[src/rtl/rtvs_pkg.sv]
// Shared types, constants and tables of the relay tap voltage stabilizer.
package rtvs_pkg;

    // Measurement geometry.
    localparam int WINDOW_SAMPLES = 190;
    localparam int WINDOWS        = 3;

    // Field widths.
    localparam int SAMPLE_W   = 10;
    localparam int CFG_W      = 10;
    localparam int WAIT_W     = 16;
    localparam int TARGET_W   = 3;
    localparam int CFG_IDX_W  = 3;
    localparam int CFG_DATA_W = 16;

    localparam int SAMPLE_MAX = 2 ** SAMPLE_W - 1;
    localparam int COUNT_W    = $clog2(WINDOW_SAMPLES + 1);
    localparam int INDEX_W    = $clog2(WINDOWS + 1);
    localparam int SUM_W      = $clog2(WINDOWS * SAMPLE_MAX + 1);

    // A voltage is the window mean minus this offset.
    localparam int VOLT_OFFSET = 432;
    localparam int LIMIT_W     = $clog2(WINDOWS * (SAMPLE_MAX + VOLT_OFFSET) + 1);

    // Division by a small constant through a rounded-up reciprocal.
    localparam int RECIP_SHIFT = 13;
    localparam int WIN_RECIP   = (2 ** RECIP_SHIFT + WINDOWS - 1) / WINDOWS;
    localparam int SAFE_DIV    = 3;
    localparam int SAFE_RECIP  = (2 ** RECIP_SHIFT + SAFE_DIV - 1) / SAFE_DIV;
    localparam int PROD_W      = SUM_W + RECIP_SHIFT + 1;

    // Tap selection.
    localparam int TAP_STEP   = 20;
    localparam int TAP_MAX    = 5;
    localparam int NUM_RELAYS = 3;
    localparam logic [2:0] TAP_MAP [0:TAP_MAX] = '{3'd0, 3'd1, 3'd4, 3'd5, 3'd2, 3'd3};
    localparam logic [1:0] RELAY_ORDER [0:NUM_RELAYS-1] = '{2'd1, 2'd0, 2'd2};
    localparam logic [NUM_RELAYS-1:0] RELAY_RESET = 3'b010;

    // Action slots of one completed measurement: two LED or output slots,
    // then one turn-on pass and one turn-off pass over the relays.
    localparam int SLOTS  = 2 + 2 * NUM_RELAYS;
    localparam int SLOT_W = $clog2(SLOTS);

    // Action targets.
    localparam logic [TARGET_W-1:0] TGT_OUTPUT    = 3'd3;
    localparam logic [TARGET_W-1:0] TGT_DELAY_LED = 3'd4;
    localparam logic [TARGET_W-1:0] TGT_PROT_LED  = 3'd5;

    // Configuration register indexes.
    localparam logic [CFG_IDX_W-1:0] REG_INPUT_LIMIT      = 3'd0;
    localparam logic [CFG_IDX_W-1:0] REG_BAND_HIGH        = 3'd1;
    localparam logic [CFG_IDX_W-1:0] REG_BAND_LOW         = 3'd2;
    localparam logic [CFG_IDX_W-1:0] REG_TAP_BASE         = 3'd3;
    localparam logic [CFG_IDX_W-1:0] REG_SAFE_LIMIT       = 3'd4;
    localparam logic [CFG_IDX_W-1:0] REG_BUTTON_THRESHOLD = 3'd5;
    localparam logic [CFG_IDX_W-1:0] REG_HOLD_MS          = 3'd6;
    localparam logic [CFG_IDX_W-1:0] REG_SETTLE_MS        = 3'd7;

    // Configuration reset values.
    localparam logic [CFG_W-1:0]  RST_INPUT_LIMIT      = 10'd259;
    localparam logic [CFG_W-1:0]  RST_BAND_HIGH        = 10'd243;
    localparam logic [CFG_W-1:0]  RST_BAND_LOW         = 10'd217;
    localparam logic [CFG_W-1:0]  RST_TAP_BASE         = 10'd140;
    localparam logic [CFG_W-1:0]  RST_SAFE_LIMIT       = 10'd248;
    localparam logic [CFG_W-1:0]  RST_BUTTON_THRESHOLD = 10'd350;
    localparam logic [WAIT_W-1:0] RST_HOLD_MS          = 16'd10000;
    localparam logic [CFG_W-1:0]  RST_SETTLE_MS        = 10'd50;

    localparam int QDEPTH = 2;
    localparam int QPTR_W = (QDEPTH > 1) ? $clog2(QDEPTH) : 1;
    localparam int QCNT_W = $clog2(QDEPTH + 1);

    typedef struct packed {
        logic [CFG_W-1:0]  input_limit;
        logic [CFG_W-1:0]  band_high;
        logic [CFG_W-1:0]  band_low;
        logic [CFG_W-1:0]  tap_base;
        logic [CFG_W-1:0]  safe_limit;
        logic [CFG_W-1:0]  button_threshold;
        logic [WAIT_W-1:0] hold_ms;
        logic [CFG_W-1:0]  settle_ms;
    } cfg_t;

    typedef enum logic [1:0] {
        PH_IN,
        PH_OUT1,
        PH_OUT2
    } phase_t;

    typedef enum logic {
        JOB_CHECK,
        JOB_FINAL
    } job_kind_t;

    typedef struct packed {
        job_kind_t           kind;
        logic                in_ok;
        logic [SUM_W-1:0]    in_sum;
        logic [SUM_W-1:0]    out_sum;
        logic [SAMPLE_W-1:0] button_raw;
    } job_t;

    typedef struct packed {
        logic [TARGET_W-1:0] target;
        logic                level;
        logic [WAIT_W-1:0]   wait_ms;
    } action_t;

    typedef enum logic [1:0] {
        B_IDLE,
        B_PLAN,
        B_EMIT
    } back_state_t;

endpackage

[src/rtl/rtvs_in_if.sv]
// Sample channel: valid/ready handshake with the ADC reading as payload.
interface rtvs_in_if;
    logic                          valid;
    logic                          ready;
    logic [rtvs_pkg::SAMPLE_W-1:0] sample;
    logic                          channel;
    logic [rtvs_pkg::SAMPLE_W-1:0] button_raw;

    modport source (output valid, output sample, output channel, output button_raw,
                    input ready);
    modport sink (input valid, input sample, input channel, input button_raw,
                  output ready);
endinterface

[src/rtl/rtvs_out_if.sv]
// Action channel: valid/ready handshake with one relay or LED action as payload.
interface rtvs_out_if;
    logic                          valid;
    logic                          ready;
    logic [rtvs_pkg::TARGET_W-1:0] target;
    logic                          level;
    logic [rtvs_pkg::WAIT_W-1:0]   wait_ms;
    logic                          last;

    modport source (output valid, output target, output level, output wait_ms,
                    output last, input ready);
    modport sink (input valid, input target, input level, input wait_ms,
                  input last, output ready);
endinterface

[src/rtl/relay_tap_voltage_stabilizer_top.sv]
// Top level of the relay tap voltage stabilizer: configuration registers and wiring.
//
//  Channel  Direction  Handshake      Payload
//  adc      sink       valid/ready    sample[9:0], channel, button_raw[9:0]
//  act      source     valid/ready    target[2:0], level, wait_ms[15:0], last
//  cfg      write      cfg_we         cfg_index[2:0], cfg_data[15:0]
//
// The front end takes one sample transaction every clock while the job queue has
// room; samples for the channel that is not being measured are dropped.
// A finished output measurement reaches the action sequencer through a two-entry
// queue, then passes the job register, the action plan and the action register;
// after that one action leaves per clock while act is ready. A measurement yields
// at most five. The action register keeps the front end accepting samples while
// act stalls; the queue fills only when measurements complete faster than their
// actions drain. Reset is asynchronous and active low; it restores the control and
// configuration registers at once, with no clearing pass; payload registers are not.
module relay_tap_voltage_stabilizer_top (
    input  logic                                clk,
    input  logic                                rst_n,
    rtvs_in_if.sink                             adc,
    rtvs_out_if.source                          act,
    input  logic                                cfg_we,
    input  logic [rtvs_pkg::CFG_IDX_W-1:0]      cfg_index,
    input  logic [rtvs_pkg::CFG_DATA_W-1:0]     cfg_data
);

    rtvs_pkg::cfg_t    cfg_reg, cfg_next;
    logic              q_push;
    logic              q_pop;
    logic              q_full;
    logic              q_empty;
    rtvs_pkg::job_t    q_in_job;
    rtvs_pkg::job_t    q_head;

    // Register writes; ten-bit registers keep the low bits of the data word.
    always_comb
    begin
        cfg_next = cfg_reg;
        if (cfg_we)
        begin
            unique case (cfg_index)
                rtvs_pkg::REG_INPUT_LIMIT:
                    cfg_next.input_limit = cfg_data[rtvs_pkg::CFG_W-1:0];
                rtvs_pkg::REG_BAND_HIGH:
                    cfg_next.band_high = cfg_data[rtvs_pkg::CFG_W-1:0];
                rtvs_pkg::REG_BAND_LOW:
                    cfg_next.band_low = cfg_data[rtvs_pkg::CFG_W-1:0];
                rtvs_pkg::REG_TAP_BASE:
                    cfg_next.tap_base = cfg_data[rtvs_pkg::CFG_W-1:0];
                rtvs_pkg::REG_SAFE_LIMIT:
                    cfg_next.safe_limit = cfg_data[rtvs_pkg::CFG_W-1:0];
                rtvs_pkg::REG_BUTTON_THRESHOLD:
                    cfg_next.button_threshold = cfg_data[rtvs_pkg::CFG_W-1:0];
                rtvs_pkg::REG_HOLD_MS:
                    cfg_next.hold_ms = cfg_data[rtvs_pkg::WAIT_W-1:0];
                rtvs_pkg::REG_SETTLE_MS:
                    cfg_next.settle_ms = cfg_data[rtvs_pkg::CFG_W-1:0];
                default:
                    cfg_next = cfg_reg;
            endcase
        end
    end

    always_ff @(posedge clk or negedge rst_n)
    begin
        if (!rst_n)
        begin
            cfg_reg.input_limit      <= rtvs_pkg::RST_INPUT_LIMIT;
            cfg_reg.band_high        <= rtvs_pkg::RST_BAND_HIGH;
            cfg_reg.band_low         <= rtvs_pkg::RST_BAND_LOW;
            cfg_reg.tap_base         <= rtvs_pkg::RST_TAP_BASE;
            cfg_reg.safe_limit       <= rtvs_pkg::RST_SAFE_LIMIT;
            cfg_reg.button_threshold <= rtvs_pkg::RST_BUTTON_THRESHOLD;
            cfg_reg.hold_ms          <= rtvs_pkg::RST_HOLD_MS;
            cfg_reg.settle_ms        <= rtvs_pkg::RST_SETTLE_MS;
        end
        else
        begin
            cfg_reg <= cfg_next;
        end
    end

    // Sample filtering, peak windows and the measure-input, measure-output cycle.
    rtvs_front u_front (
        .clk      (clk),
        .rst_n    (rst_n),
        .adc      (adc),
        .cfg      (cfg_reg),
        .q_full   (q_full),
        .push     (q_push),
        .push_job (q_in_job)
    );

    // Completed output measurements waiting for the sequencer.
    rtvs_queue u_queue (
        .clk      (clk),
        .rst_n    (rst_n),
        .push     (q_push),
        .push_job (q_in_job),
        .pop      (q_pop),
        .full     (q_full),
        .empty    (q_empty),
        .head     (q_head)
    );

    // Decision making and one action transaction per clock on act while act is ready.
    rtvs_back u_back (
        .clk     (clk),
        .rst_n   (rst_n),
        .cfg     (cfg_reg),
        .q_empty (q_empty),
        .head    (q_head),
        .pop     (q_pop),
        .act     (act)
    );

endmodule

[src/rtl/rtvs_front.sv]
// Front end: sample filtering, window peak tracking and measurement sequencing.
module rtvs_front (
    input  logic               clk,
    input  logic               rst_n,
    rtvs_in_if.sink            adc,
    input  rtvs_pkg::cfg_t     cfg,
    input  logic               q_full,
    output logic               push,
    output rtvs_pkg::job_t     push_job
);

    rtvs_pkg::phase_t                phase_reg, phase_next;
    logic [rtvs_pkg::COUNT_W-1:0]    count_reg, count_next;
    logic [rtvs_pkg::INDEX_W-1:0]    index_reg, index_next;
    logic [rtvs_pkg::SAMPLE_W-1:0]   peak_reg, peak_next;
    logic [rtvs_pkg::SUM_W-1:0]      sum_reg, sum_next;
    logic [rtvs_pkg::SUM_W-1:0]      in_sum_reg, in_sum_next;

    logic                            take;
    logic [rtvs_pkg::SAMPLE_W-1:0]   peak_max;
    logic [rtvs_pkg::SUM_W-1:0]      total;
    logic                            window_end;
    logic                            meas_end;
    logic                            in_ok;

    assign adc.ready = !q_full;

    always_comb
    begin
        take       = adc.valid && adc.ready && (adc.channel == (phase_reg != rtvs_pkg::PH_IN));
        peak_max   = (adc.sample > peak_reg) ? adc.sample : peak_reg;
        total      = sum_reg + rtvs_pkg::SUM_W'(peak_max);
        window_end = (count_reg == rtvs_pkg::COUNT_W'(rtvs_pkg::WINDOW_SAMPLES - 1));
        meas_end   = window_end && (index_reg == rtvs_pkg::INDEX_W'(rtvs_pkg::WINDOWS - 1));

        // mean - offset < limit is the same as sum < WINDOWS * (limit + offset).
        in_ok = rtvs_pkg::LIMIT_W'(in_sum_reg) <
                rtvs_pkg::LIMIT_W'(rtvs_pkg::WINDOWS) *
                (rtvs_pkg::LIMIT_W'(cfg.input_limit) +
                 rtvs_pkg::LIMIT_W'(rtvs_pkg::VOLT_OFFSET));

        phase_next  = phase_reg;
        count_next  = count_reg;
        index_next  = index_reg;
        peak_next   = peak_reg;
        sum_next    = sum_reg;
        in_sum_next = in_sum_reg;
        push        = 1'b0;

        push_job.kind       = (phase_reg == rtvs_pkg::PH_OUT2) ? rtvs_pkg::JOB_FINAL
                                                               : rtvs_pkg::JOB_CHECK;
        push_job.in_ok      = in_ok;
        push_job.in_sum     = in_sum_reg;
        push_job.out_sum    = total;
        push_job.button_raw = adc.button_raw;

        if (take)
        begin
            if (!window_end)
            begin
                count_next = count_reg + 1'b1;
                peak_next  = peak_max;
            end
            else
            begin
                count_next = '0;
                peak_next  = '0;
                if (!meas_end)
                begin
                    index_next = index_reg + 1'b1;
                    sum_next   = total;
                end
                else
                begin
                    index_next = '0;
                    sum_next   = '0;
                    unique case (phase_reg)
                        rtvs_pkg::PH_IN:
                        begin
                            in_sum_next = total;
                            phase_next  = rtvs_pkg::PH_OUT1;
                        end
                        rtvs_pkg::PH_OUT1:
                        begin
                            push       = 1'b1;
                            phase_next = in_ok ? rtvs_pkg::PH_OUT2 : rtvs_pkg::PH_IN;
                        end
                        rtvs_pkg::PH_OUT2:
                        begin
                            push       = 1'b1;
                            phase_next = rtvs_pkg::PH_IN;
                        end
                        default:
                        begin
                            phase_next = rtvs_pkg::PH_IN;
                        end
                    endcase
                end
            end
        end
    end

    always_ff @(posedge clk or negedge rst_n)
    begin
        if (!rst_n)
        begin
            phase_reg  <= rtvs_pkg::PH_IN;
            count_reg  <= '0;
            index_reg  <= '0;
            peak_reg   <= '0;
            sum_reg    <= '0;
            in_sum_reg <= '0;
        end
        else
        begin
            phase_reg  <= phase_next;
            count_reg  <= count_next;
            index_reg  <= index_next;
            peak_reg   <= peak_next;
            sum_reg    <= sum_next;
            in_sum_reg <= in_sum_next;
        end
    end

    a_count_range: assert property (@(posedge clk) disable iff (!rst_n)
        count_reg < rtvs_pkg::COUNT_W'(rtvs_pkg::WINDOW_SAMPLES))
        else $error("window sample count out of range");

    a_index_range: assert property (@(posedge clk) disable iff (!rst_n)
        index_reg < rtvs_pkg::INDEX_W'(rtvs_pkg::WINDOWS))
        else $error("window index out of range");

    a_no_overflow: assert property (@(posedge clk) disable iff (!rst_n)
        push |-> !q_full)
        else $error("measurement pushed into a full queue");

endmodule

[src/rtl/rtvs_queue.sv]
// Short job queue between the measurement front end and the action sequencer.
module rtvs_queue (
    input  logic               clk,
    input  logic               rst_n,
    input  logic               push,
    input  rtvs_pkg::job_t     push_job,
    input  logic               pop,
    output logic               full,
    output logic               empty,
    output rtvs_pkg::job_t     head
);

    rtvs_pkg::job_t                 entries [rtvs_pkg::QDEPTH];
    logic [rtvs_pkg::QPTR_W-1:0]    wr_ptr_reg, wr_ptr_next;
    logic [rtvs_pkg::QPTR_W-1:0]    rd_ptr_reg, rd_ptr_next;
    logic [rtvs_pkg::QCNT_W-1:0]    count_reg, count_next;
    logic                           do_push;
    logic                           do_pop;

    always_comb
    begin
        full    = (count_reg == rtvs_pkg::QCNT_W'(rtvs_pkg::QDEPTH));
        empty   = (count_reg == '0);
        head    = entries[rd_ptr_reg];
        do_push = push && !full;
        do_pop  = pop && !empty;

        wr_ptr_next = wr_ptr_reg;
        rd_ptr_next = rd_ptr_reg;
        if (do_push)
        begin
            wr_ptr_next = (wr_ptr_reg == rtvs_pkg::QPTR_W'(rtvs_pkg::QDEPTH - 1)) ? '0
                          : wr_ptr_reg + 1'b1;
        end
        if (do_pop)
        begin
            rd_ptr_next = (rd_ptr_reg == rtvs_pkg::QPTR_W'(rtvs_pkg::QDEPTH - 1)) ? '0
                          : rd_ptr_reg + 1'b1;
        end

        count_next = count_reg;
        if (do_push && !do_pop)
        begin
            count_next = count_reg + 1'b1;
        end
        else if (do_pop && !do_push)
        begin
            count_next = count_reg - 1'b1;
        end
    end

    always_ff @(posedge clk)
    begin
        if (do_push)
        begin
            entries[wr_ptr_reg] <= push_job;
        end
    end

    always_ff @(posedge clk or negedge rst_n)
    begin
        if (!rst_n)
        begin
            wr_ptr_reg <= '0;
            rd_ptr_reg <= '0;
            count_reg  <= '0;
        end
        else
        begin
            wr_ptr_reg <= wr_ptr_next;
            rd_ptr_reg <= rd_ptr_next;
            count_reg  <= count_next;
        end
    end

endmodule

[src/rtl/rtvs_back.sv]
// Back end: turns a completed output measurement into relay, LED and output actions.
module rtvs_back (
    input  logic               clk,
    input  logic               rst_n,
    input  rtvs_pkg::cfg_t     cfg,
    input  logic               q_empty,
    input  rtvs_pkg::job_t     head,
    output logic               pop,
    rtvs_out_if.source         act
);

    rtvs_pkg::back_state_t             state_reg, state_next;
    rtvs_pkg::job_t                    job_reg, job_next;
    logic [rtvs_pkg::SAMPLE_W-1:0]     in_q_reg, in_q_next;
    logic [rtvs_pkg::SAMPLE_W-1:0]     out_q_reg, out_q_next;
    logic [rtvs_pkg::SAMPLE_W-1:0]     safe_q_reg, safe_q_next;
    logic [rtvs_pkg::NUM_RELAYS-1:0]   relay_reg, relay_next;
    logic                              allowed_reg, allowed_next;
    logic [rtvs_pkg::SLOTS-1:0]        mask_reg, mask_next;
    rtvs_pkg::action_t                 slot_reg [rtvs_pkg::SLOTS];
    rtvs_pkg::action_t                 slot_next [rtvs_pkg::SLOTS];
    logic                              out_valid_reg, out_valid_next;
    rtvs_pkg::action_t                 out_act_reg, out_act_next;
    logic                              out_last_reg, out_last_next;

    logic [rtvs_pkg::PROD_W-1:0]       in_prod;
    logic [rtvs_pkg::PROD_W-1:0]       out_prod;
    logic [rtvs_pkg::PROD_W-1:0]       safe_prod;
    logic                              reselect;
    logic [rtvs_pkg::SAMPLE_W:0]       tap_floor;
    logic [rtvs_pkg::SAMPLE_W-1:0]     tap_diff;
    logic [2:0]                        tap;
    logic [2:0]                        tap_code;
    logic [rtvs_pkg::NUM_RELAYS-1:0]   goal;
    logic                              safe_ok;
    logic                              button_hit;
    logic [rtvs_pkg::WAIT_W-1:0]       settle;
    logic [rtvs_pkg::SLOT_W-1:0]       sel;
    logic [rtvs_pkg::SLOTS-1:0]        sel_hot;
    logic                              out_free;
    logic [1:0]                        r;

    assign act.valid   = out_valid_reg;
    assign act.target  = out_act_reg.target;
    assign act.level   = out_act_reg.level;
    assign act.wait_ms = out_act_reg.wait_ms;
    assign act.last    = out_last_reg;

    always_comb
    begin
        // Quotients by reciprocal multiplication, registered before use.
        in_prod   = rtvs_pkg::PROD_W'(head.in_sum) * rtvs_pkg::PROD_W'(rtvs_pkg::WIN_RECIP);
        out_prod  = rtvs_pkg::PROD_W'(head.out_sum) * rtvs_pkg::PROD_W'(rtvs_pkg::WIN_RECIP);
        safe_prod = rtvs_pkg::PROD_W'(cfg.safe_limit) *
                    rtvs_pkg::PROD_W'(rtvs_pkg::SAFE_RECIP);

        settle = rtvs_pkg::WAIT_W'(cfg.settle_ms);

        // Band test in the offset domain: volts > high is mean > high + offset.
        reselect = ((rtvs_pkg::SAMPLE_W+1)'(out_q_reg) >
                    (rtvs_pkg::SAMPLE_W+1)'(cfg.band_high) +
                    (rtvs_pkg::SAMPLE_W+1)'(rtvs_pkg::VOLT_OFFSET)) ||
                   ((rtvs_pkg::SAMPLE_W+1)'(out_q_reg) <
                    (rtvs_pkg::SAMPLE_W+1)'(cfg.band_low) +
                    (rtvs_pkg::SAMPLE_W+1)'(rtvs_pkg::VOLT_OFFSET));

        // Tap is the clamped excess over the base, in steps, saturated.
        tap_floor = (rtvs_pkg::SAMPLE_W+1)'(rtvs_pkg::VOLT_OFFSET) +
                    (rtvs_pkg::SAMPLE_W+1)'(cfg.tap_base);
        tap_diff  = ((rtvs_pkg::SAMPLE_W+1)'(in_q_reg) >= tap_floor) ?
                    rtvs_pkg::SAMPLE_W'((rtvs_pkg::SAMPLE_W+1)'(in_q_reg) - tap_floor) : '0;
        tap = '0;
        for (int k = 1; k <= rtvs_pkg::TAP_MAX; k++)
        begin
            if (tap_diff >= rtvs_pkg::SAMPLE_W'(k * rtvs_pkg::TAP_STEP))
            begin
                tap = tap + 3'd1;
            end
        end
        tap_code = rtvs_pkg::TAP_MAP[tap];
        goal     = {tap_code[0], tap_code[1], tap_code[2]};

        // Truncating division of a negative voltage gives at most zero, so the
        // safe test reduces to volts <= 3 * (limit / 3) + 2 in every case.
        safe_ok = (12'(out_q_reg) <=
                   12'(safe_q_reg) * 12'(rtvs_pkg::SAFE_DIV) +
                   12'(rtvs_pkg::VOLT_OFFSET + rtvs_pkg::SAFE_DIV - 1));

        button_hit = job_reg.button_raw > cfg.button_threshold;

        out_free = !out_valid_reg || act.ready;

        sel     = '0;
        for (int i = rtvs_pkg::SLOTS - 1; i >= 0; i--)
        begin
            if (mask_reg[i])
            begin
                sel = rtvs_pkg::SLOT_W'(i);
            end
        end
        sel_hot = rtvs_pkg::SLOTS'(1) << sel;

        state_next     = state_reg;
        job_next       = job_reg;
        in_q_next      = in_q_reg;
        out_q_next     = out_q_reg;
        safe_q_next    = safe_q_reg;
        relay_next     = relay_reg;
        allowed_next   = allowed_reg;
        mask_next      = mask_reg;
        out_valid_next = out_valid_reg && !act.ready;
        out_act_next   = out_act_reg;
        out_last_next  = out_last_reg;
        pop            = 1'b0;
        r              = '0;
        for (int i = 0; i < rtvs_pkg::SLOTS; i++)
        begin
            slot_next[i] = slot_reg[i];
        end

        unique case (state_reg)
            rtvs_pkg::B_IDLE:
            begin
                if (!q_empty)
                begin
                    pop         = 1'b1;
                    job_next    = head;
                    in_q_next   = in_prod[rtvs_pkg::RECIP_SHIFT +: rtvs_pkg::SAMPLE_W];
                    out_q_next  = out_prod[rtvs_pkg::RECIP_SHIFT +: rtvs_pkg::SAMPLE_W];
                    safe_q_next = safe_prod[rtvs_pkg::RECIP_SHIFT +: rtvs_pkg::SAMPLE_W];
                    state_next  = rtvs_pkg::B_PLAN;
                end
            end
            rtvs_pkg::B_PLAN:
            begin
                mask_next = '0;
                for (int i = 0; i < rtvs_pkg::SLOTS; i++)
                begin
                    slot_next[i] = '0;
                end
                unique case (job_reg.kind)
                    rtvs_pkg::JOB_CHECK:
                    begin
                        if (job_reg.in_ok)
                        begin
                            slot_next[0].target  = rtvs_pkg::TGT_DELAY_LED;
                            slot_next[0].level   = 1'b1;
                            slot_next[0].wait_ms = cfg.hold_ms;
                            slot_next[1].target  = rtvs_pkg::TGT_DELAY_LED;
                            slot_next[1].level   = 1'b0;
                            slot_next[1].wait_ms = '0;
                            mask_next[0] = !allowed_reg && button_hit;
                            mask_next[1] = !allowed_reg && button_hit;
                            if (reselect)
                            begin
                                for (int k = 0; k < rtvs_pkg::NUM_RELAYS; k++)
                                begin
                                    r = rtvs_pkg::RELAY_ORDER[k];
                                    slot_next[2 + k].target  = rtvs_pkg::TARGET_W'(r);
                                    slot_next[2 + k].level   = 1'b1;
                                    slot_next[2 + k].wait_ms = settle;
                                    mask_next[2 + k] = goal[r] && !relay_reg[r];
                                    slot_next[2 + rtvs_pkg::NUM_RELAYS + k].target =
                                        rtvs_pkg::TARGET_W'(r);
                                    slot_next[2 + rtvs_pkg::NUM_RELAYS + k].level   = 1'b0;
                                    slot_next[2 + rtvs_pkg::NUM_RELAYS + k].wait_ms = settle;
                                    mask_next[2 + rtvs_pkg::NUM_RELAYS + k] =
                                        !goal[r] && relay_reg[r];
                                end
                                relay_next = goal;
                            end
                        end
                        else
                        begin
                            allowed_next         = 1'b0;
                            slot_next[0].target  = rtvs_pkg::TGT_OUTPUT;
                            slot_next[0].level   = 1'b0;
                            slot_next[0].wait_ms = settle;
                            slot_next[1].target  = rtvs_pkg::TGT_PROT_LED;
                            slot_next[1].level   = 1'b1;
                            slot_next[1].wait_ms = '0;
                            mask_next[1:0]       = 2'b11;
                        end
                    end
                    rtvs_pkg::JOB_FINAL:
                    begin
                        allowed_next         = safe_ok;
                        slot_next[0].target  = rtvs_pkg::TGT_OUTPUT;
                        slot_next[0].level   = safe_ok;
                        slot_next[0].wait_ms = settle;
                        slot_next[1].target  = rtvs_pkg::TGT_PROT_LED;
                        slot_next[1].level   = !safe_ok;
                        slot_next[1].wait_ms = '0;
                        mask_next[1:0]       = 2'b11;
                    end
                    default:
                    begin
                        mask_next = '0;
                    end
                endcase
                state_next = rtvs_pkg::B_EMIT;
            end
            rtvs_pkg::B_EMIT:
            begin
                if (mask_reg == '0)
                begin
                    state_next = rtvs_pkg::B_IDLE;
                end
                else if (out_free)
                begin
                    out_valid_next = 1'b1;
                    out_act_next   = slot_reg[sel];
                    mask_next      = mask_reg & ~sel_hot;
                    out_last_next  = ((mask_reg & ~sel_hot) == '0);
                    if ((mask_reg & ~sel_hot) == '0)
                    begin
                        state_next = rtvs_pkg::B_IDLE;
                    end
                end
            end
            default:
            begin
                state_next = rtvs_pkg::B_IDLE;
            end
        endcase
    end

    always_ff @(posedge clk)
    begin
        job_reg     <= job_next;
        in_q_reg    <= in_q_next;
        out_q_reg   <= out_q_next;
        safe_q_reg  <= safe_q_next;
        out_act_reg <= out_act_next;
        out_last_reg <= out_last_next;
        for (int i = 0; i < rtvs_pkg::SLOTS; i++)
        begin
            slot_reg[i] <= slot_next[i];
        end
    end

    always_ff @(posedge clk or negedge rst_n)
    begin
        if (!rst_n)
        begin
            state_reg     <= rtvs_pkg::B_IDLE;
            relay_reg     <= rtvs_pkg::RELAY_RESET;
            allowed_reg   <= 1'b0;
            mask_reg      <= '0;
            out_valid_reg <= 1'b0;
        end
        else
        begin
            state_reg     <= state_next;
            relay_reg     <= relay_next;
            allowed_reg   <= allowed_next;
            mask_reg      <= mask_next;
            out_valid_reg <= out_valid_next;
        end
    end

    a_mask_only_emit: assert property (@(posedge clk) disable iff (!rst_n)
        (state_reg != rtvs_pkg::B_EMIT) |-> (mask_reg == '0))
        else $error("pending actions outside the emit state");

    a_relay_pattern: assert property (@(posedge clk) disable iff (!rst_n)
        (relay_reg != 3'b011) && (relay_reg != 3'b111))
        else $error("relay levels match no tap");

    a_load_from_emit: assert property (@(posedge clk) disable iff (!rst_n)
        $rose(out_valid_reg) |-> $past(state_reg == rtvs_pkg::B_EMIT))
        else $error("action loaded outside the emit state");

endmodule

[src/flat_wrapper.sv]
// flat-port wrapper written by rule: the top's interface ports become plain ports
module relay_tap_voltage_stabilizer_top_flat 
  (clk, rst_n, cfg_we, cfg_index, cfg_data, adc_valid, adc_sample, adc_channel, adc_button_raw, adc_ready, act_valid, act_target, act_level, act_wait_ms, act_last, act_ready);
  rtvs_in_if adc_i ();
  rtvs_out_if act_i ();
  input  logic clk;
  input  logic rst_n;
  input  logic cfg_we;
  input  logic [rtvs_pkg::CFG_IDX_W-1:0] cfg_index;
  input  logic [rtvs_pkg::CFG_DATA_W-1:0] cfg_data;
  input wire logic [$bits(adc_i.valid)-1:0] adc_valid;
  input wire logic [$bits(adc_i.sample)-1:0] adc_sample;
  input wire logic [$bits(adc_i.channel)-1:0] adc_channel;
  input wire logic [$bits(adc_i.button_raw)-1:0] adc_button_raw;
  output wire logic [$bits(adc_i.ready)-1:0] adc_ready;
  output wire logic [$bits(act_i.valid)-1:0] act_valid;
  output wire logic [$bits(act_i.target)-1:0] act_target;
  output wire logic [$bits(act_i.level)-1:0] act_level;
  output wire logic [$bits(act_i.wait_ms)-1:0] act_wait_ms;
  output wire logic [$bits(act_i.last)-1:0] act_last;
  input wire logic [$bits(act_i.ready)-1:0] act_ready;
  assign adc_i.valid = adc_valid;
  assign adc_i.sample = adc_sample;
  assign adc_i.channel = adc_channel;
  assign adc_i.button_raw = adc_button_raw;
  assign adc_ready = adc_i.ready;
  assign act_valid = act_i.valid;
  assign act_target = act_i.target;
  assign act_level = act_i.level;
  assign act_wait_ms = act_i.wait_ms;
  assign act_last = act_i.last;
  assign act_i.ready = act_ready;
  relay_tap_voltage_stabilizer_top u_core (.clk(clk), .rst_n(rst_n), .adc(adc_i), .act(act_i), .cfg_we(cfg_we), .cfg_index(cfg_index), .cfg_data(cfg_data));
endmodule
[config.mk]
export PLATFORM = sky130hd
export DESIGN_NAME = relay_tap_voltage_stabilizer_top_flat
export DESIGN_NICKNAME = d
export VERILOG_FILES = /design/src/rtl/rtvs_pkg.sv /design/src/rtl/rtvs_in_if.sv /design/src/rtl/rtvs_out_if.sv /design/src/rtl/relay_tap_voltage_stabilizer_top.sv /design/src/rtl/rtvs_front.sv /design/src/rtl/rtvs_queue.sv /design/src/rtl/rtvs_back.sv /design/src/flat_wrapper.sv
export SDC_FILE = /design/constraint.sdc
export NUM_CORES = 1
export LEC_CHECK = 0
export BUFFER_PORTS_ARGS = -buffer_cell sky130_fd_sc_hd__buf_2
export CELL_PAD_IN_SITES_DETAIL_PLACEMENT = 1
export CELL_PAD_IN_SITES_GLOBAL_PLACEMENT = 1
export CORE_ASPECT_RATIO = 1.4
export CORE_MARGIN = 2
export CORE_UTILIZATION = 52
export CTS_CLUSTER_DIAMETER = 60
export DETAILED_ROUTE_END_ITERATION = 16
export PLACE_DENSITY = 0.8
export SYNTH_ARGS = -nofsm -noshare
export SYNTH_HDL_FRONTEND = slang
export SYNTH_HIERARCHICAL = 1
export SYNTH_SLANG_ARGS = --single-unit
[constraint.sdc]
create_clock -name clk -period 10.05 [get_ports clk]
set_clock_uncertainty 0.05 [all_clocks]
set_input_delay 1.005 -clock clk [delete_from_list [all_inputs] [get_ports clk]]
set_output_delay 1.005 -clock clk [all_outputs]
set_load 0.02 [all_outputs]
==> results.cfg, run 1 <==
[setup_path]
required_ns = 10.28
crit_type = reg2reg
crit_path_max_fanout = 21
crit_chain = buf_4, mux2_2, ha_1, ha_1, inv_1, fa_1, fa_1, fa_1, inv_1, ha_1, a21o_1, a211o_1, a2111oi_0, o31ai_1, nand2_1, o21ai_1, o41ai_1, o21bai_1, a21oi_1, xnor2_1
worst_setup_path_start_kind = flip-flop
cpPeakStageDelay_ns = 0.70
worstPathArrival_ns = 7.04
cp-end-kind = flip-flop
cp_slowest_cell = dfrtp_2

[placement]
dp_cells = 2624
place_hpwl_um = 42500
numPortBuffers = 67
gp_congestion = 0.861
dpl_cell_area_mm2 = 0.0240

[global_routing]
grt_max_degree = 79
grt_usage_pct = 24.6
antenna_found_initial = 0
grt_pass1_vias = 17555
grt.overflow.total = 0
grt_pass1_wl_um = 89700

[route]
vias_per_cell = 5.63
drtPass1Iterations = 4
vias = 15164
ant_nets = 0
drt_iter0_drc = 592
drt-total-wl_um = 55400
wl_per_cell_um = 20.6
drc_errors = 0

[flow_run]
cap_violations = 0

[floorplan]
pin_count = 68
initial_core_util_pct = 52.7
dieWidth_um = 183
die_h_um = 254
die-area_mm2 = 0.0464
core_area_mm2 = 0.0441
std_cell_rows = 91

[run_status]
outcome = completed

[timing]
period_share_pct = 67.8
slew_viol_final = 0
fin_setup_tns_ns = 0
relSlewSlack_pct = 12.8
min_period_ns = 6.81
setup_viol = 0
rsz0062_at_grt = no
fmax_mhz = 147
worst_pin_slew_ns = 1.29
hold_viol_final = 0

[clocking]
clkTransAtPathRegs_ns = 0.06
cts-htree-levels = 2
cts_resized = 0
postCtsSetupBuffers = 0
clkSinkCount = 316
hold_buffers = 0
cts_root_buf = clkbuf_16
cts_inserted_buffers = 37
clockBufferDepth = 3
clock_latency_ns = 0.55
cts_tree = built

[final_layout]
instances_no_fill = 2692
final_cell_mix = inv_1, ha_1, edfxtp_1
antennaDiodeCount = 0
layout_commonest_cell = inv_1
area_growth_pct = 9.10
largest_register_ffs = 86
finalInstanceArea_mm2 = 0.0253
final_nets = 2597
num-fill-cells = 4536
drive_gt1_share_pct = 13.3

[power]
vdd_drop_max_mv = 0.229
switching_share_pct = 43.3
clkPwrFrac_pct = 15.5
p_seq_share_pct = 23.5
p_comb_share_pct = 61.0
p_sw_mw = 4.03
power_density_mw_per_mm2 = 368
p_int_mw = 5.28
p_leak_nw = 12.4

[logic_synthesis]
synth_edf_count = 165
syn_inst = 2034
synth-seq-cells = 316
avgSynthCellArea_um2 = 11.4
synth.net_count = 2526
ys.flop_type = edfxtp_1
yosysSeqAreaShare_pct = 37.8
synthDistinctLibCells = 90
async_flop_share_pct = 47.8
ys_warn_count = 6
syn-cell-area_mm2 = 0.0232

[hold_path]
hold_class = in2async
## critical path, delay by kind of cell (launching register included)
family	cells	cell delay, ns
AND/OR/NAND/NOR	1	0.14
XOR/XNOR	1	0.11
flip-flops	1	0.70
buffers and inverters	3	0.57
AO/OA/AOI/OAI	8	2.28
adder cells (fa/ha/maj)	6	2.25
multiplexers	1	0.44
## metal layers
layer	vias to the layer above	share of wire, %	GRT usage (%)
li1	7106	-	-
met1	7672	37	25.4
met2	253	56	49.5
met3	133	2.5	2.62
met4	0	4.3	10.1
met5	-	0	0
## power by group through the flow
stage               clock network (mW)  logic [mW]  registers, mW
finish                            1.44        5.69           2.19
detailed placement                   0        5.70           2.20
global placement                     0        5.29           2.18
floorplan                            0        4.25           2.15
CTS                               1.47        5.79           2.19
global route                      1.52        6.53           2.22
## per-stage QoR
stage	total power [mW]	util (%)	hold WS [ns]	setup slack, ns
3_3_place_gp	7.47	54.5	0.411	3.57
3_5_place_dp	7.91	54.5	0.426	3.34
6_report	9.32	57.5	0.419	3.24
2_1_floorplan	6.40	-	0.395	4.34
5_1_grt	10.3	57.5	0.459	2.75
4_1_cts	9.45	57.5	0.435	3.24
## synth_stat cells, types with 29 or more instances
| cell | instances | area share, % |
|---|---|---|
| dfstp_2 | 37 | 4.2 |
| dfrtp_1 | 114 | 12 |
| edfxtp_1 | 165 | 21 |
| ha_1 | 336 | 18 |
| nor2_1 | 80 | 1.3 |
| mux2_1 | 53 | 2.6 |
| inv_1 | 350 | 5.7 |
| xnor2_1 | 60 | 2.3 |
| fa_1 | 111 | 9.6 |
| o21ai_0 | 71 | 1.5 |
| nand2_1 | 114 | 1.8 |
| a21oi_1 | 54 | 1.2 |
| mux2_2 | 29 | 1.4 |
| mux2_4 | 55 | 3.6 |
| xor2_1 | 30 | 1.1 |
## layout make-up
class / instances / area, um2 / share of cell area, %
multi-input combinational: 1325 / 12800 / 50.6
sequential: 316 / 8780 / 34.7
inverter: 350 / 1310 / 5.19
clock buffer: 49 / 1030 / 4.08
tap: 558 / 698 / 2.76
timing repair buffer: 75 / 402 / 1.59
clock inverter: 19 / 275 / 1.09
## cells by family (layout without fill, tap and decap cells)
group	Yosys count	after routing	share of synthesized area (%)
muxes	144	144	7.86
AOI/OAI and AO/OA	299	299	8.69
xor gates and xnor gates	90	90	3.40
DFF	316	316	37.8
adders and majority gates	448	448	27.7
and+or+nand+nor	344	344	7.41
buffers and inverters	393	493	7.07
## final timing paths
check | end | cells after the start | startpoint | slack (ns)
worst max-delay path | u_core/u_back/in_q_reg[9]$_DFFE_PP_ | 20 | u_core/u_queue/rd_ptr_reg$_DFFE_PN0P_ | 3.24
worst max register to register | u_core/u_back/in_q_reg[9]$_DFFE_PP_ | 20 | u_core/u_queue/rd_ptr_reg$_DFFE_PN0P_ | 3.24
max in group asynchronous | u_core/cfg_reg[37]$_DFFE_PN0P_ | 2 | rst_n | 7.99
min in group clk | u_core/cfg_reg[21]$_DFFE_PN0P_ | 1 | u_core/cfg_reg[21]$_DFFE_PN0P_ | 0.44
worst min register to register | u_core/cfg_reg[21]$_DFFE_PN0P_ | 1 | u_core/cfg_reg[21]$_DFFE_PN0P_ | 0.44
worst min-delay path | u_core/u_front/count_reg[6]$_DFFE_PN0P_ | 1 | rst_n | 0.42
Note: power is estimated with default switching activity, not from simulation.
==> run 2, diff against run 1 <==
CORE_UTILIZATION = 47   (was 52)
PLACE_DENSITY = 0.77   (was 0.8)
clock period = 6.25 ns   (was 10.05 ns; I/O delays follow)
==> results.cfg, run 2 (synthesis results as in run 1) <==
[setup_path]
crit_type = reg2reg
required_ns = 6.49
crit_chain = buf_12, mux2_2, ha_1, ha_1, fa_1, fa_1, fa_1, ha_1, a21o_1, a21o_1, a2111oi_1, o21bai_1, a31oi_2, o21ai_1, o41ai_2, o21bai_1, a21oi_1, xnor2_1
worst-path-buf-inv = 1
cp_top_family = adder cells
cp_slowest_cell = fa_1
cp-end-kind = flip-flop
crit_path_max_fanout = 17
worst_setup_path_start_kind = flip-flop
worstPathArrival_ns = 6.26
cpPeakStageDelay_ns = 0.52

[clocking]
cts_root_buf = clkbuf_16
clock_latency_ns = 0.56
hold_buffers = 0
cts_inserted_buffers = 37
cts-htree-levels = 2
cts_tree = built
clkSinkCount = 316
clockBufferDepth = 3
clkTransAtPathRegs_ns = 0.06

[timing]
relSlewSlack_pct = 14.2
fin_setup_tns_ns = 0
setup_viol = 0
slew_viol_final = 0
worst_pin_slew_ns = 1.27
min_period_ns = 6.01
fin_ws_ns = 0.238
hold_viol_final = 0
fmax_mhz = 166
hold-worst-slack_ns = 0.0739
period_share_pct = 96.2

[power]
p_leak_nw = 12.4
power_density_mw_per_mm2 = 590
vdd_drop_max_mv = 0.494

[route]
routed.top_layer = met5
drt_iter0_drc = 550
vias = 15020
wl_met1_um = 20300
drc_errors = 0
route.met3.wl_um = 1490
wl_per_cell_um = 19.3
drt-total-wl_um = 53500
ant_nets = 0
routed-wl-met2_um = 29200
drtPass1Iterations = 8
vias_per_cell = 5.41

[global_routing]
grt_usage_pct = 21.8
antenna_found_initial = 1
grt_pass1_vias = 17151
grt.overflow.total = 0
grt_pass1_wl_um = 87700
grt_max_degree = 86

[floorplan]
dieWidth_um = 192
die_h_um = 267
std_cell_rows = 96
core_area_mm2 = 0.0489
pin_count = 68
die-area_mm2 = 0.0512
initial_core_util_pct = 47.5

[final_layout]
num-fill-cells = 5161
finalInstanceArea_mm2 = 0.0254
final_cell_mix = inv_1, ha_1, edfxtp_1
largest_register_ffs = 86
drive_gt1_share_pct = 13.5
layout_commonest_cell = inv_1
area_growth_pct = 9.40
final_nets = 2601
antennaDiodeCount = 0

[placement]
numPortBuffers = 67
dpl_cell_area_mm2 = 0.0241
post-place-ws_ns = -0.00689
place_hpwl_um = 41800
gp_congestion = 0.894

[run_status]
outcome = completed

[flow_run]
cap_violations = 0

[hold_path]
hold_class = in2async
-- run 2: power breakdown --
part / switching [mW] / internal, mW / total [mW]
sequential: 0.354 / 3.13 / 3.48
clock: 0.897 / 1.26 / 2.16
combinational: 5.30 / 4.03 / 9.33
-- run 2: layout make-up --
type / instances / area (um2) / share of cell area (%)
repair buffers: 79 / 444 / 1.75
multi-input cells: 1325 / 12800 / 50.6
clock buffers: 50 / 1040 / 4.08
well taps: 637 / 797 / 3.14
clock inverters: 18 / 173 / 0.680
inverters: 350 / 1310 / 5.18
flip-flops and latches: 316 / 8780 / 34.6
-- run 2: per-layer routing --
layer / up-vias / track usage, %
li1: 7123 / -
met1: 7544 / 23.3
met2: 227 / 42.0
met3: 124 / 2.76
met4: 2 / 9.90
met5: - / 0
-- run 2: what timing repair did --
| action | in CTS | in global routing |
|---|---|---|
| pin swaps | 0 | 3 |
| hold endpoints to repair | 0 | 0 |
| cloned | 0 | 0 |
| setup endpoints to repair | 1 | 4 |
| setup buffers | 0 | 1 |
| gates resized for setup | 1 | 5 |
-- run 2: path summary, 6_finish.rpt --
kind,start,to,slack (ns),cells past startpoint
max,u_core/u_queue/rd_ptr_reg$_DFFE_PN0P_,u_core/u_back/out_q_reg[9]$_DFFE_PP_,0.24,18
min,rst_n,u_core/u_front/peak_reg[0]$_DFFE_PN0P_,0.07,1
max reg2reg,u_core/u_queue/rd_ptr_reg$_DFFE_PN0P_,u_core/u_back/out_q_reg[9]$_DFFE_PP_,0.24,18
min reg2reg,u_core/cfg_reg[21]$_DFFE_PN0P_,u_core/cfg_reg[21]$_DFFE_PN0P_,0.44,1
max in group asynchronous,rst_n,u_core/u_back/act.valid$_DFF_PN0_,4.66,2
min in group clk,adc_button_raw[2],u_core/u_queue/entries[1][2]$_DFFE_PP_,0.21,1
-- run 2: stage by stage --
stage,power [mW],util [%],instances
after CTS,15.1,51.9,2774
after global placement,12.1,49.4,2706
after floorplan,10.3,-,2034
after detailed placement,12.8,49.4,2706
after global routing,16.5,51.9,2775
final,15.0,51.9,2775
==> run 3, diff against run 2 <==
CORE_ASPECT_RATIO = not set   (was 1.4)
==> results.cfg, run 3 (synthesis results as in run 1) <==
[floorplan]
initial_core_util_pct = 47.5
die-area_mm2 = 0.0512
die_h_um = 226
pin_count = 68
core_area_mm2 = 0.0488
std_cell_rows = 81
dieWidth_um = 226

[route]
drc_errors = 0
drtPass1Iterations = 5
wl_per_cell_um = 19.3
ant_nets = 0
drt_iter0_drc = 552
vias = 15073
drt-total-wl_um = 54200
vias_per_cell = 5.36

[setup_path]
required_ns = 6.50
cp-end-kind = flip-flop
crit_path_max_fanout = 13
r2r_cells = 18
crit_type = reg2reg
worst_setup_path_start_kind = flip-flop
worstPathArrival_ns = 6.34

[global_routing]
grt_pass1_wl_um = 88300
grt_pass1_vias = 17169
antenna_found_initial = 0
grt_usage_pct = 21.9
grt.overflow.total = 0
grt_max_degree = 89

[final_layout]
final_util_pct = 52.3
final_nets = 2608
final_cell_mix = inv_1, ha_1, edfxtp_1
area_growth_pct = 10.0
finalInstanceArea_mm2 = 0.0255
instances_no_fill = 2811
layout_commonest_cell = inv_1
drive_gt1_share_pct = 13.9
num-fill-cells = 5226
largest_register_ffs = 86
antennaDiodeCount = 0

[clocking]
cts-htree-levels = 2
clkTransAtPathRegs_ns = 0.06
cts_inserted_buffers = 39
cts_root_buf = clkbuf_16
cts_tree = built
hold_buffers = 0
clockBufferDepth = 3
clkSinkCount = 316
clock_latency_ns = 0.57

[timing]
worst_pin_slew_ns = 1.19
rsz0062_at_grt = yes
setup_viol = 0
relSlewSlack_pct = 20.2
fmax_mhz = 164
min_period_ns = 6.10
fin_ws_ns = 0.154
period_share_pct = 97.5
slew_viol_final = 0
hold_viol_final = 0

[placement]
dp_cells = 2738
dpl_cell_area_mm2 = 0.0242
post-place-ws_ns = 0.135
place_hpwl_um = 41000
gp_congestion = 0.876
numPortBuffers = 67

[run_status]
outcome = completed

[power]
power_density_mw_per_mm2 = 595
vdd_drop_max_mv = 0.446
total_power_mw = 15.2
p_leak_nw = 12.4

[flow_run]
cap_violations = 0

[hold_path]
hold_class = in2async
[run 3: critical path, stage by stage, from the launching register on]
cell and delay, ns:
dfrtp_2 0.35, buf_4 0.25, mux2_2 0.43, ha_1 0.32
ha_1 0.33, fa_1 0.47, fa_1 0.52, fa_1 0.50
ha_1 0.34, a21o_1 0.19, a21o_1 0.21, a2111oi_2 0.37
o21bai_1 0.20, a31oi_1 0.28, o21ai_1 0.18, o41ai_2 0.38
o21bai_1 0.14, a21oi_1 0.19, xnor2_1 0.11
[run 3: area by class of cell]
type	count	area [um2]	share of cell area [%]
clock buffer	56	1130	4.44
clock inverter	16	165	0.647
inverter	350	1310	5.15
tap	664	831	3.25
multi-input combinational	1325	12800	50.3
sequential	316	8780	34.4
timing repair buffer	84	469	1.84
[run 3: final timing paths]
| kind | from | slack [ns] | endpoint |
|---|---|---|---|
| worst min-delay path | rst_n | 0.07 | u_core/u_front/count_reg[6]$_DFFE_PN0P_ |
| max in group asynchronous | rst_n | 4.63 | u_core/cfg_reg[25]$_DFFE_PN0P_ |
| worst max register to register | u_core/u_queue/rd_ptr_reg$_DFFE_PN0P_ | 0.15 | u_core/u_back/out_q_reg[9]$_DFFE_PP_ |
| worst max-delay path | u_core/u_queue/rd_ptr_reg$_DFFE_PN0P_ | 0.15 | u_core/u_back/out_q_reg[9]$_DFFE_PP_ |
| worst min register to register | u_core/cfg_reg[68]$_DFFE_PN0P_ | 0.44 | u_core/cfg_reg[68]$_DFFE_PN0P_ |
| min in group clk | adc_button_raw[3] | 0.19 | u_core/u_queue/entries[1][3]$_DFFE_PP_ |
[run 3: power by group]
group / internal [mW] / leakage [nW] / total, mW / switching (mW)
combinational: 4.06 / 8.35 / 9.41 / 5.36
clock: 1.33 / 0.633 / 2.28 / 0.947
sequential: 3.13 / 3.43 / 3.49 / 0.360
[run 3: per-stage QoR]
step                hold WS [ns]  TNS [ns]
finish                    0.0739         0
global route               0.124    -0.124
CTS                       0.0867         0
detailed placement         0.429         0
global placement           0.411         0
floorplan                  0.279         0
[run 3: timing repair]
item | in CTS | in global routing
endpoints found under the setup margin | 1 | 3
buffers inserted | 0 | 1
gates resized for setup | 1 | 4
pin swaps | 0 | 1
cloned | 0 | 0
[run 3: per-layer routing]
layer	vias up	global-route usage, %	share of wire [%]
li1	7133	-	-
met1	7594	26.1	42
met2	235	39.8	51
met3	111	3.01	3.0
met4	0	8.72	3.6
met5	-	0	0
